<file path="config.mk">
export PLATFORM = sky130hd
export DESIGN_NAME = dead_reckoning_pose_tracker
export DESIGN_NICKNAME = d
export VERILOG_FILES = /design/src/rtl/core/drpt_pkg.sv /design/src/rtl/core/drpt_cordic.sv /design/src/rtl/core/dead_reckoning_pose_tracker.sv
export SDC_FILE = /design/constraint.sdc
export NUM_CORES = 2
export LEC_CHECK = 0
export BUFFER_PORTS_ARGS = -buffer_cell sky130_fd_sc_hd__buf_2
export CORE_UTILIZATION = 38
export CTS_CLUSTER_SIZE = 25
export DETAILED_ROUTE_END_ITERATION = 8
export PLACE_DENSITY = 0.52
export SYNTH_ARGS = -nofsm -noshare
export SYNTH_HDL_FRONTEND = slang
export SYNTH_SLANG_ARGS = --single-unit
</file>
<file path="constraint.sdc">
create_clock -name i_clk -period 14.4 [get_ports i_clk]
set_input_delay 3.6 -clock i_clk [delete_from_list [all_inputs] [get_ports i_clk]]
set_output_delay 3.6 -clock i_clk [all_outputs]
set_load 0.005 [all_outputs]
</file>
<file path="src/rtl/core/drpt_pkg.sv">
// Package for the dead reckoning pose tracker: operation and register codes,
// angle and confidence constants, the CORDIC arctangent table.
// No dependencies.
package drpt_pkg;

    localparam int CORDIC_ITERATIONS_DEF = 16;
    localparam int FRAC_BITS_DEF         = 16;

    // Heading is always Q9.16 degrees
    localparam int DEG_90  = 90 * 65536;
    localparam int DEG_180 = 180 * 65536;
    localparam int DEG_270 = 270 * 65536;
    localparam int DEG_360 = 360 * 65536;

    localparam logic [16:0] CONF_ONE  = 17'h10000;
    localparam logic [16:0] CONF_HALF = 17'h08000;

    // CORDIC gain 0.6072529350088813 in Q30
    localparam longint GAIN_Q30 = 64'd652032874;

    localparam logic [2:0] OP_ODOM  = 3'd0;
    localparam logic [2:0] OP_LINE  = 3'd1;
    localparam logic [2:0] OP_WAYPT = 3'd2;
    localparam logic [2:0] OP_SET   = 3'd3;
    localparam logic [2:0] OP_RESET = 3'd4;

    localparam logic [2:0] CFG_DECAY_RATE = 3'd0;
    localparam logic [2:0] CFG_TIMEOUT    = 3'd1;
    localparam logic [2:0] CFG_TIME_STEP  = 3'd2;
    localparam logic [2:0] CFG_LINE_BOOST = 3'd3;

    // atan(2^-k) in degrees, Q24
    function automatic logic [29:0] atan_q24(input logic [4:0] k);
        logic [29:0] v;
        case (k)
            5'd0:  v = 30'd754974720;
            5'd1:  v = 30'd445687602;
            5'd2:  v = 30'd235489088;
            5'd3:  v = 30'd119537938;
            5'd4:  v = 30'd60000934;
            5'd5:  v = 30'd30029717;
            5'd6:  v = 30'd15018523;
            5'd7:  v = 30'd7509720;
            5'd8:  v = 30'd3754917;
            5'd9:  v = 30'd1877466;
            5'd10: v = 30'd938734;
            5'd11: v = 30'd469367;
            5'd12: v = 30'd234684;
            5'd13: v = 30'd117342;
            5'd14: v = 30'd58671;
            5'd15: v = 30'd29335;
            5'd16: v = 30'd14668;
            5'd17: v = 30'd7334;
            5'd18: v = 30'd3667;
            5'd19: v = 30'd1833;
            5'd20: v = 30'd917;
            5'd21: v = 30'd458;
            5'd22: v = 30'd229;
            5'd23: v = 30'd115;
            5'd24: v = 30'd57;
            5'd25: v = 30'd29;
            5'd26: v = 30'd14;
            5'd27: v = 30'd7;
            5'd28: v = 30'd4;
            5'd29: v = 30'd2;
            5'd30: v = 30'd1;
            default: v = 30'd0;
        endcase
        return v;
    endfunction

endpackage

</file>
<file path="src/rtl/core/drpt_cordic.sv">
// Iterative rotation-mode CORDIC: cos and sin of a heading in Q9.16 degrees.
// Depends on drpt_pkg (angle constants, gain, arctangent table).
module drpt_cordic #(
    parameter int ITERATIONS = drpt_pkg::CORDIC_ITERATIONS_DEF,
    parameter int FRAC       = drpt_pkg::FRAC_BITS_DEF
) (
    input  logic                 i_clk,
    input  logic                 i_rst_n,
    input  logic                 i_start,
    input  logic [24:0]          i_angle,
    output logic                 o_done,
    output logic signed [FRAC+2:0] o_cos,
    output logic signed [FRAC+2:0] o_sin
);
    import drpt_pkg::*;

    localparam int CW = FRAC + 3;
    localparam int ZW = 34;
    localparam int IW = (ITERATIONS > 1) ? $clog2(ITERATIONS) : 1;
    localparam logic signed [CW-1:0] X0 =
        CW'((GAIN_Q30 + (64'sd1 <<< (29 - FRAC))) >>> (30 - FRAC));

    logic                 r_busy, r_done, r_neg;
    logic [IW-1:0]        r_iter;
    logic signed [CW-1:0] r_x, r_y;
    logic signed [ZW-1:0] r_z;

    logic signed [25:0]   ang, ang_f;
    logic                 neg_f;
    logic [4:0]           k;
    logic signed [CW-1:0] sh_x, sh_y;
    logic signed [ZW-1:0] at;

    // Fold into -90..90, negating the result for the rear half
    always_comb begin
        ang   = signed'({1'b0, i_angle});
        ang_f = ang;
        neg_f = 1'b0;
        if (ang > DEG_90 && ang <= DEG_270) begin
            ang_f = ang - 26'(DEG_180);
            neg_f = 1'b1;
        end else if (ang > DEG_270) begin
            ang_f = ang - 26'(DEG_360);
        end
    end

    assign k    = 5'(r_iter);
    assign sh_x = r_x >>> k;
    assign sh_y = r_y >>> k;
    assign at   = signed'(ZW'(atan_q24(k)));

    always_ff @(posedge i_clk) begin
        if (!i_rst_n) begin
            r_busy <= 1'b0;
            r_done <= 1'b0;
            r_iter <= '0;
        end else begin
            r_done <= r_busy && !i_start && (r_iter == IW'(ITERATIONS - 1));
            if (i_start) begin
                r_busy <= 1'b1;
                r_iter <= '0;
                r_neg  <= neg_f;
                r_x    <= X0;
                r_y    <= '0;
                r_z    <= ZW'(ang_f) <<< 8;
            end else if (r_busy) begin
                if (!r_z[ZW-1]) begin
                    r_x <= r_x - sh_y;
                    r_y <= r_y + sh_x;
                    r_z <= r_z - at;
                end else begin
                    r_x <= r_x + sh_y;
                    r_y <= r_y - sh_x;
                    r_z <= r_z + at;
                end
                if (r_iter == IW'(ITERATIONS - 1)) begin
                    r_busy <= 1'b0;
                end
                r_iter <= r_iter + 1'b1;
            end
        end
    end

    assign o_done = r_done;
    assign o_cos  = r_neg ? -r_x : r_x;
    assign o_sin  = r_neg ? -r_y : r_y;

endmodule

</file>
<file path="src/rtl/core/dead_reckoning_pose_tracker.sv">
// Dead reckoning pose tracker top level: pose state, heading wrap, bit-serial
// products for position and distance decay. Depends on drpt_pkg, drpt_cordic.
//
//  channel  | direction | handshake                | payload
//  ---------+-----------+--------------------------+-------------------------------
//  in       | request   | i_in_valid / o_in_ready   | operation, time, deltas, pose
//  out      | result    | o_out_valid / i_out_ready | x, y, heading, confidence, dist
//  cfg      | write     | i_cfg_valid / o_cfg_ready | i_cfg_index, i_cfg_data
//
// An odometry request passes the accept step, the heading wrap, the CORDIC loop,
// the bit-serial multiplier, one finish step and the output load. Other operations
// go from the accept step straight to the output load.
// Reset is synchronous; it restores pose and registers at once.
// A new request is taken while the last result still waits on i_out_ready.
module dead_reckoning_pose_tracker #(
    parameter int CORDIC_ITERATIONS = drpt_pkg::CORDIC_ITERATIONS_DEF,
    parameter int FRAC_BITS         = drpt_pkg::FRAC_BITS_DEF
) (
    input  logic               i_clk,
    input  logic               i_rst_n,
    input  logic               i_in_valid,
    output logic               o_in_ready,
    input  logic [2:0]         i_operation,
    input  logic [31:0]        i_time_ms,
    input  logic signed [31:0] i_delta_distance,
    input  logic signed [25:0] i_delta_heading,
    input  logic signed [31:0] i_x_in,
    input  logic signed [31:0] i_y_in,
    input  logic [24:0]        i_heading_in,
    output logic               o_out_valid,
    input  logic               i_out_ready,
    output logic signed [31:0] o_x_out,
    output logic signed [31:0] o_y_out,
    output logic [24:0]        o_heading_out,
    output logic [16:0]        o_confidence_out,
    output logic [31:0]        o_distance_out,
    input  logic               i_cfg_valid,
    output logic               o_cfg_ready,
    input  logic [2:0]         i_cfg_index,
    input  logic [31:0]        i_cfg_data
);
    import drpt_pkg::*;

    localparam int CW  = FRAC_BITS + 3;
    localparam int NB  = (CW > 16) ? CW : 16;
    localparam int NBW = $clog2(NB);
    localparam int PW  = 32 + NB;
    localparam logic signed [PW-1:0] RND = PW'(1) <<< (FRAC_BITS - 1);

    typedef enum logic [2:0] {S_IDLE, S_WRAP, S_ROT, S_MUL, S_FIN, S_WAIT} t_state;

    t_state r_state;

    // pose state
    logic signed [31:0] r_pos_x, r_pos_y;
    logic [24:0]        r_heading;
    logic [16:0]        r_conf;
    logic [31:0]        r_total, r_last_line;

    // configuration
    logic [15:0] r_decay_rate;
    logic [31:0] r_timeout;
    logic [16:0] r_time_step, r_line_boost;

    // odometry work registers
    logic signed [26:0]   r_h;
    logic signed [31:0]   r_dist;
    logic                 r_tmo, r_cstart;
    logic signed [NB-1:0] r_mc, r_ms;
    logic [NB-1:0]        r_mr;
    logic signed [PW-1:0] r_md, r_acc_x, r_acc_y;
    logic [47:0]          r_mt, r_acc_d;
    logic [NBW-1:0]       r_cnt;

    // output register
    logic               r_out_valid;
    logic signed [31:0] r_ox, r_oy;
    logic [24:0]        r_oh;
    logic [16:0]        r_oc;
    logic [31:0]        r_od;

    logic                 c_done;
    logic signed [CW-1:0] c_cos, c_sin;

    logic [32:0]          n_absd, n_tot_sum;
    logic [31:0]          n_total;
    logic                 n_tmo;
    logic [17:0]          n_boost_sum;
    logic [16:0]          n_boost;
    logic                 mul_last;
    logic signed [PW-1:0] n_md_neg;
    logic signed [PW-1:0] n_step_x, n_step_y;
    logic signed [PW:0]   n_sum_x, n_sum_y;
    logic signed [31:0]   n_pos_x, n_pos_y;
    logic [31:0]          n_decay;
    logic [16:0]          n_conf1, n_conf2;

    drpt_cordic #(
        .ITERATIONS(CORDIC_ITERATIONS),
        .FRAC      (FRAC_BITS)
    ) u_cordic (
        .i_clk  (i_clk),
        .i_rst_n(i_rst_n),
        .i_start(r_cstart),
        .i_angle(r_heading),
        .o_done (c_done),
        .o_cos  (c_cos),
        .o_sin  (c_sin)
    );

    assign o_in_ready  = (r_state == S_IDLE);
    assign o_cfg_ready = 1'b1;

    // Distance total, line timeout and line boost are settled when the request is taken
    always_comb begin
        n_absd    = i_delta_distance[31] ? 33'd0 - 33'(i_delta_distance)
                                         : 33'(i_delta_distance);
        n_tot_sum = {1'b0, r_total} + n_absd;
        n_total   = n_tot_sum[32] ? 32'hFFFF_FFFF : n_tot_sum[31:0];
        n_tmo     = (i_time_ms - r_last_line) > r_timeout;
        n_boost_sum = {1'b0, r_conf} + {1'b0, r_line_boost};
        n_boost   = (n_boost_sum > {1'b0, CONF_ONE}) ? CONF_ONE : n_boost_sum[16:0];
    end

    // Final position add with saturation, confidence decay with floor at zero
    always_comb begin
        mul_last = (r_cnt == NBW'(NB - 1));
        n_md_neg = -r_md;
        n_step_x = (r_acc_x + RND) >>> FRAC_BITS;
        n_step_y = (r_acc_y + RND) >>> FRAC_BITS;
        n_sum_x  = (PW + 1)'(r_pos_x) + (PW + 1)'(n_step_x);
        n_sum_y  = (PW + 1)'(r_pos_y) + (PW + 1)'(n_step_y);
        if (&n_sum_x[PW:31] || ~|n_sum_x[PW:31])
            n_pos_x = n_sum_x[31:0];
        else
            n_pos_x = n_sum_x[PW] ? 32'sh8000_0000 : 32'sh7FFF_FFFF;
        if (&n_sum_y[PW:31] || ~|n_sum_y[PW:31])
            n_pos_y = n_sum_y[31:0];
        else
            n_pos_y = n_sum_y[PW] ? 32'sh8000_0000 : 32'sh7FFF_FFFF;
        n_decay = r_acc_d[47:16];
        n_conf1 = (n_decay >= 32'(r_conf)) ? 17'd0 : r_conf - n_decay[16:0];
        n_conf2 = n_conf1;
        if (r_tmo)
            n_conf2 = (r_time_step >= n_conf1) ? 17'd0 : n_conf1 - r_time_step;
    end

    always_ff @(posedge i_clk) begin
        if (!i_rst_n) begin
            r_state      <= S_IDLE;
            r_out_valid  <= 1'b0;
            r_cstart     <= 1'b0;
            r_pos_x      <= '0;
            r_pos_y      <= '0;
            r_heading    <= '0;
            r_conf       <= CONF_HALF;
            r_total      <= '0;
            r_last_line  <= '0;
            r_decay_rate <= 16'd655;
            r_timeout    <= 32'd10000;
            r_time_step  <= 17'd655;
            r_line_boost <= 17'd6554;
            r_cnt        <= '0;
        end else begin
            // drop the result once taken, unless a new one is loaded now
            if (r_out_valid && i_out_ready && r_state != S_WAIT)
                r_out_valid <= 1'b0;

            if (i_cfg_valid) begin
                case (i_cfg_index)
                    CFG_DECAY_RATE: r_decay_rate <= i_cfg_data[15:0];
                    CFG_TIMEOUT:    r_timeout    <= i_cfg_data;
                    CFG_TIME_STEP:  r_time_step  <= i_cfg_data[16:0];
                    CFG_LINE_BOOST: r_line_boost <= i_cfg_data[16:0];
                    default: ;
                endcase
            end

            case (r_state)
                S_IDLE: begin
                    if (i_in_valid) begin
                        r_state <= (i_operation == OP_ODOM) ? S_WRAP : S_WAIT;
                        case (i_operation)
                            OP_ODOM: begin
                                r_h     <= 27'(r_heading) + 27'(i_delta_heading);
                                r_dist  <= i_delta_distance;
                                r_total <= n_total;
                                r_tmo   <= n_tmo;
                            end
                            OP_LINE: begin
                                r_last_line <= i_time_ms;
                                r_conf      <= n_boost;
                            end
                            OP_WAYPT: begin
                                r_pos_x <= i_x_in;
                                r_pos_y <= i_y_in;
                                r_conf  <= CONF_ONE;
                                r_total <= '0;
                            end
                            OP_SET: begin
                                r_pos_x   <= i_x_in;
                                r_pos_y   <= i_y_in;
                                r_heading <= i_heading_in;
                                r_conf    <= CONF_ONE;
                            end
                            OP_RESET: begin
                                r_pos_x   <= '0;
                                r_pos_y   <= '0;
                                r_heading <= '0;
                                r_conf    <= CONF_HALF;
                                r_total   <= '0;
                            end
                            default: ;
                        endcase
                    end
                end
                S_WRAP: begin
                    // one subtract or add of a full turn per cycle
                    if (r_h > DEG_360) begin
                        r_h <= r_h - 27'(DEG_360);
                    end else if (r_h < 0) begin
                        r_h <= r_h + 27'(DEG_360);
                    end else begin
                        r_heading <= r_h[24:0];
                        r_cstart  <= 1'b1;
                        r_state   <= S_ROT;
                    end
                end
                S_ROT: begin
                    r_cstart <= 1'b0;
                    if (c_done) begin
                        r_mc    <= NB'(c_cos);
                        r_ms    <= NB'(c_sin);
                        r_mr    <= NB'(r_decay_rate);
                        r_md    <= PW'(r_dist);
                        r_mt    <= 48'(r_total);
                        r_acc_x <= '0;
                        r_acc_y <= '0;
                        r_acc_d <= '0;
                        r_cnt   <= '0;
                        r_state <= S_MUL;
                    end
                end
                S_MUL: begin
                    // one multiplier bit per cycle; the top bit of cos and sin
                    // carries negative weight
                    if (r_mc[0]) r_acc_x <= r_acc_x + (mul_last ? n_md_neg : r_md);
                    if (r_ms[0]) r_acc_y <= r_acc_y + (mul_last ? n_md_neg : r_md);
                    if (r_mr[0]) r_acc_d <= r_acc_d + r_mt;
                    r_mc  <= r_mc >>> 1;
                    r_ms  <= r_ms >>> 1;
                    r_mr  <= r_mr >> 1;
                    r_md  <= r_md <<< 1;
                    r_mt  <= r_mt << 1;
                    r_cnt <= r_cnt + 1'b1;
                    if (mul_last)
                        r_state <= S_FIN;
                end
                S_FIN: begin
                    r_pos_x <= n_pos_x;
                    r_pos_y <= n_pos_y;
                    r_conf  <= n_conf2;
                    r_state <= S_WAIT;
                end
                S_WAIT: begin
                    // hold the result until the output slot is free
                    if (!r_out_valid || i_out_ready) begin
                        r_ox        <= r_pos_x;
                        r_oy        <= r_pos_y;
                        r_oh        <= r_heading;
                        r_oc        <= r_conf;
                        r_od        <= r_total;
                        r_out_valid <= 1'b1;
                        r_state     <= S_IDLE;
                    end
                end
                default: r_state <= S_IDLE;
            endcase
        end
    end

    assign o_out_valid      = r_out_valid;
    assign o_x_out          = r_ox;
    assign o_y_out          = r_oy;
    assign o_heading_out    = r_oh;
    assign o_confidence_out = r_oc;
    assign o_distance_out   = r_od;

`ifndef SYNTHESIS
    a_conf_cap: assert property (@(posedge i_clk) disable iff (!i_rst_n)
        r_conf <= CONF_ONE)
        else $error("confidence above one");

    a_heading_wrapped: assert property (@(posedge i_clk) disable iff (!i_rst_n)
        (r_state == S_ROT) |-> (32'(r_heading) <= 32'(DEG_360)))
        else $error("heading not wrapped before rotation");

    a_cordic_done: assert property (@(posedge i_clk) disable iff (!i_rst_n)
        c_done |-> (r_state == S_ROT))
        else $error("CORDIC finished outside rotation phase");

    a_wait_load: assert property (@(posedge i_clk) disable iff (!i_rst_n)
        (r_state == S_WAIT && !r_out_valid) |=> (r_out_valid && r_state == S_IDLE))
        else $error("free output slot not loaded");
`endif

endmodule

</file>
==> impl_metrics.json <==
{
  "syn_nets": 7694,
  "cts_root_buf": "clkbuf_16",
  "power.switching_mw": 3.75,
  "die_w_um": 406,
  "ys_ff_latch": 872,
  "vias": 51400,
  "synth_warnings": 0,
  "drive_gt1_share_pct": 10.1,
  "wirelength_mm": 188,
  "yosysUniqueCellTypes": 100,
  "synth_most_common_cell": "nand2_1",
  "synthTopCellsByCount": "988 x nand2_1, 574 x edfxtp_1, 555 x nor2_1",
  "ys.flop_type": "edfxtp_1",
  "slew_viol_final": 0,
  "worst_pin_slew_ps": 1230,
  "startpoint": "i_delta_distance[8]",
  "p_total_mw": 10.0,
  "rsz0062_at_grt": "false",
  "port_buffers": 361,
  "clkPwrFrac_pct": 27.9,
  "relSlewSlack_pct": 17.9,
  "place_ws_ps": 5340,
  "worstHoldPathType": "flip-flop to flip-flop",
  "initial_utilization_pct": 38.4,
  "critPathKind": "input port to flip-flop",
  "peakVddDrop_mv": 0.0951,
  "core-area_sq_mm": 0.161,
  "final.min_clock_period_ps": 8280,
  "critical_path.slowest_cell": "a221o_1",
  "synth_area_sq_mm": 0.0620,
  "num_rows": 147,
  "min_from": "r_last_line[12]",
  "cp_data_arrival_time_ps": 8900,
  "hold_ws_ps": 463,
  "num_io_pins": 363,
  "crit_chain": "buf_2 > or4_4 > or3_4 > or4_4 > or4_4 > o31ai_1 > xnor2_1 > ha_1 > a21o_1 > nor4_1 > a22oi_1 > o41ai_1 > o21ai_0 > a221o_1 > o21ai_0 > nand2_1",
  "multi_input_area_sq_mm": 0.0366,
  "fp.dieH_um": 406,
  "postCtsSetupRepairBufs": 0,
  "syn_inst": 6956,
  "gp_congestion": 0.926,
  "track_usage_pct": 22.3,
  "cts_tree": "done",
  "setup_ws_ps": 6120,
  "cts_buffers": 105,
  "finalCritPeriodShare_pct": 57.5,
  "grt_pass1_wl_mm": 289,
  "status": "finished, final reports clean",
  "nets": 7906,
  "synth_area_leaders": "edfxtp_1 28%, ha_1 10%, dfxtp_1 9.6%",
  "synth_top_area_share_pct": 27.8,
  "maxCapViolCount": 0,
  "dpl.hpwl_mm": 142,
  "r2r-start": "r_md[10]",
  "ys_seq_area_share_pct": 37.4,
  "htree_levels": 3,
  "detail-route-antenna-nets": 0,
  "dr.pass1.iters": 5,
  "dr.first_iter.drc_count": 3104,
  "dieArea_sq_mm": 0.165,
  "critPathMaxFanout": 32,
  "clkLatencyLatePin_ps": 760,
  "skew_ps": 48.1,
  "clkSinkCount": 872,
  "critPathMostFrequentCell": "or4_4",
  "viasPerCell": 5.45,
  "placed_cells": 9221,
  "async_reset_ff_share_pct": 0,
  "antenna_found_initial": 37,
  "clk_pin_slew_ps": 60,
  "slowest_delay_ps": 740,
  "grt_max_degree": 186,
  "post_drt_wl_per_cell_um": 19.9,
  "cts.path.max_buffers": 3,
  "drc": 0,
  "critical_path_buf_inv_count": 1,
  "cp-start-kind": "input port",
  "hold_viol": 0,
  "finalSetupViolCount": 0,
  "required_ps": 15020,
  "endpoint_kind": "flip-flop",
  "cp_top_family": "compound AO/OA/AOI/OAI gates",
  "power_density_mw_per_mm2": 144,
  "instances_no_fill": 9429,
  "p_leak_nw": 28.9,
  "pwr-share-comb_pct": 38.0,
  "syn_avg_cell_area_sq_um": 8.91,
  "grt_overflow_total": 0,
  "cts_resized": 0,
  "fmaxAchievable_ghz": 0.121,
  "syn2layout_area_growth_pct": 12.0,
  "fill_cells": 16000,
  "synth_edf_count": 574,
  "tns_ps": 0,
  "seq_area_sq_mm": 0.0232,
  "synth_area_leader_cell": "edfxtp_1",
  "power.internal_mw": 6.28,
  "p_sw_share_pct": 37.4,
  "grt_pass1_vias": 49400,
  "hold_buffers": 0,
  "seqPwrFrac_pct": 34.1
}
## stage by stage
| stage | util [%] | instance area, sq um |
|---|---|---|
| 2_1_floorplan | - | 62000 |
| 5_1_grt | 43.0 | 69400 |
| 3_3_place_gp | 40.8 | 65800 |
| 6_report | 43.0 | 69400 |
| 4_1_cts | 43.0 | 69400 |
| 3_5_place_dp | 40.8 | 65800 |
## routing by layer
metal,vias to the layer above,wire length [um],GRT usage [%]
met4,10,5990,7.00
met5,-,68,0
li1,25600,-,-
met3,274,7830,2.79
met1,24400,84200,28.9
met2,1072,90000,38.5
## flip-flops by register name (all words and copies together), names as in the netlist, 34 cells and up
| register | cells |
|---|---|
| u_cordic.r_z | 34 |
| r_acc_x | 51 |
| r_acc_d | 48 |
| r_mt | 48 |
| r_md | 51 |
| r_acc_y | 51 |
## path summary, 6_finish.rpt
kind,end,cells after the start,slack (ps)
setup / recovery,r_total[1],16,6120
hold / removal,r_last_line[12],2,460
setup reg to reg,r_acc_y[46],20,7750
hold reg to reg,r_last_line[12],2,460
## cell usage in the layout, fill, tap and decap left out, drive strengths merged, types with 43 or more instances in the layout
master / synthesis / layout
a211oi: 43 / 43
a21boi: 115 / 115
a21o: 262 / 262
a21oi: 553 / 553
a31oi: 64 / 64
and2: 45 / 45
and3: 90 / 90
buf: 30 / 403
clkbuf: 267 / 142
dfxtp: 298 / 298
edfxtp: 574 / 574
ha: 502 / 502
inv: 286 / 299
mux2i: 46 / 46
nand2: 988 / 988
nand2b: 81 / 81
nand3: 137 / 137
nand4: 71 / 71
nor2: 555 / 555
nor2b: 77 / 77
nor3: 111 / 111
nor4: 43 / 43
o211ai: 105 / 105
o21a: 52 / 52
o21ai: 360 / 360
o21bai: 65 / 65
o31ai: 44 / 44
or3: 44 / 44
xnor2: 355 / 355
xor2: 255 / 255
## power by group through the flow
stage	Combinational (mW)	Clock, mW	Sequential (mW)
floorplan	2.99	0	3.30
global placement	3.75	0	3.47
detailed placement	3.79	0	3.47
CTS	3.82	2.87	3.43
global route	4.30	2.96	3.46
finish	3.81	2.80	3.42
## final cells by class
cell class                      instances  share of cell area [%]
Clock buffer                          142                    4.40
Tap cell                             2160                    3.89
Inverter                              288                    1.56
Antenna cell                           11                  0.0396
Clock inverter                         55                   0.838
Timing Repair Buffer                  403                    3.08
Multi-Input combinational cell       5498                    52.8
Sequential cell                       872                    33.4
## logic make-up (layout without fill, tap and decap cells)
| family | after synthesis | after routing | synth area share, % |
|---|---|---|---|
| AND/OR/NAND/NOR | 2348 | 2348 | 17.3 |
| AO/OA/AOI/OAI | 1926 | 1926 | 20.1 |
| flip-flops | 872 | 872 | 37.4 |
| XOR/XNOR | 610 | 610 | 8.63 |
| buffers and inverters | 586 | 888 | 3.61 |
| adder cells (fa/ha/maj) | 516 | 516 | 10.6 |
| multiplexers | 97 | 97 | 2.29 |
| other | 1 | 12 | 0.00605 |
## tightest hold or removal path, delay by kind of cell, from the launching register on
family	cells	cell delay, ps
AND/OR/NAND/NOR	1	50
flip-flops	1	310
AO/OA/AOI/OAI	1	60
(Power assumes the default switching activity.)
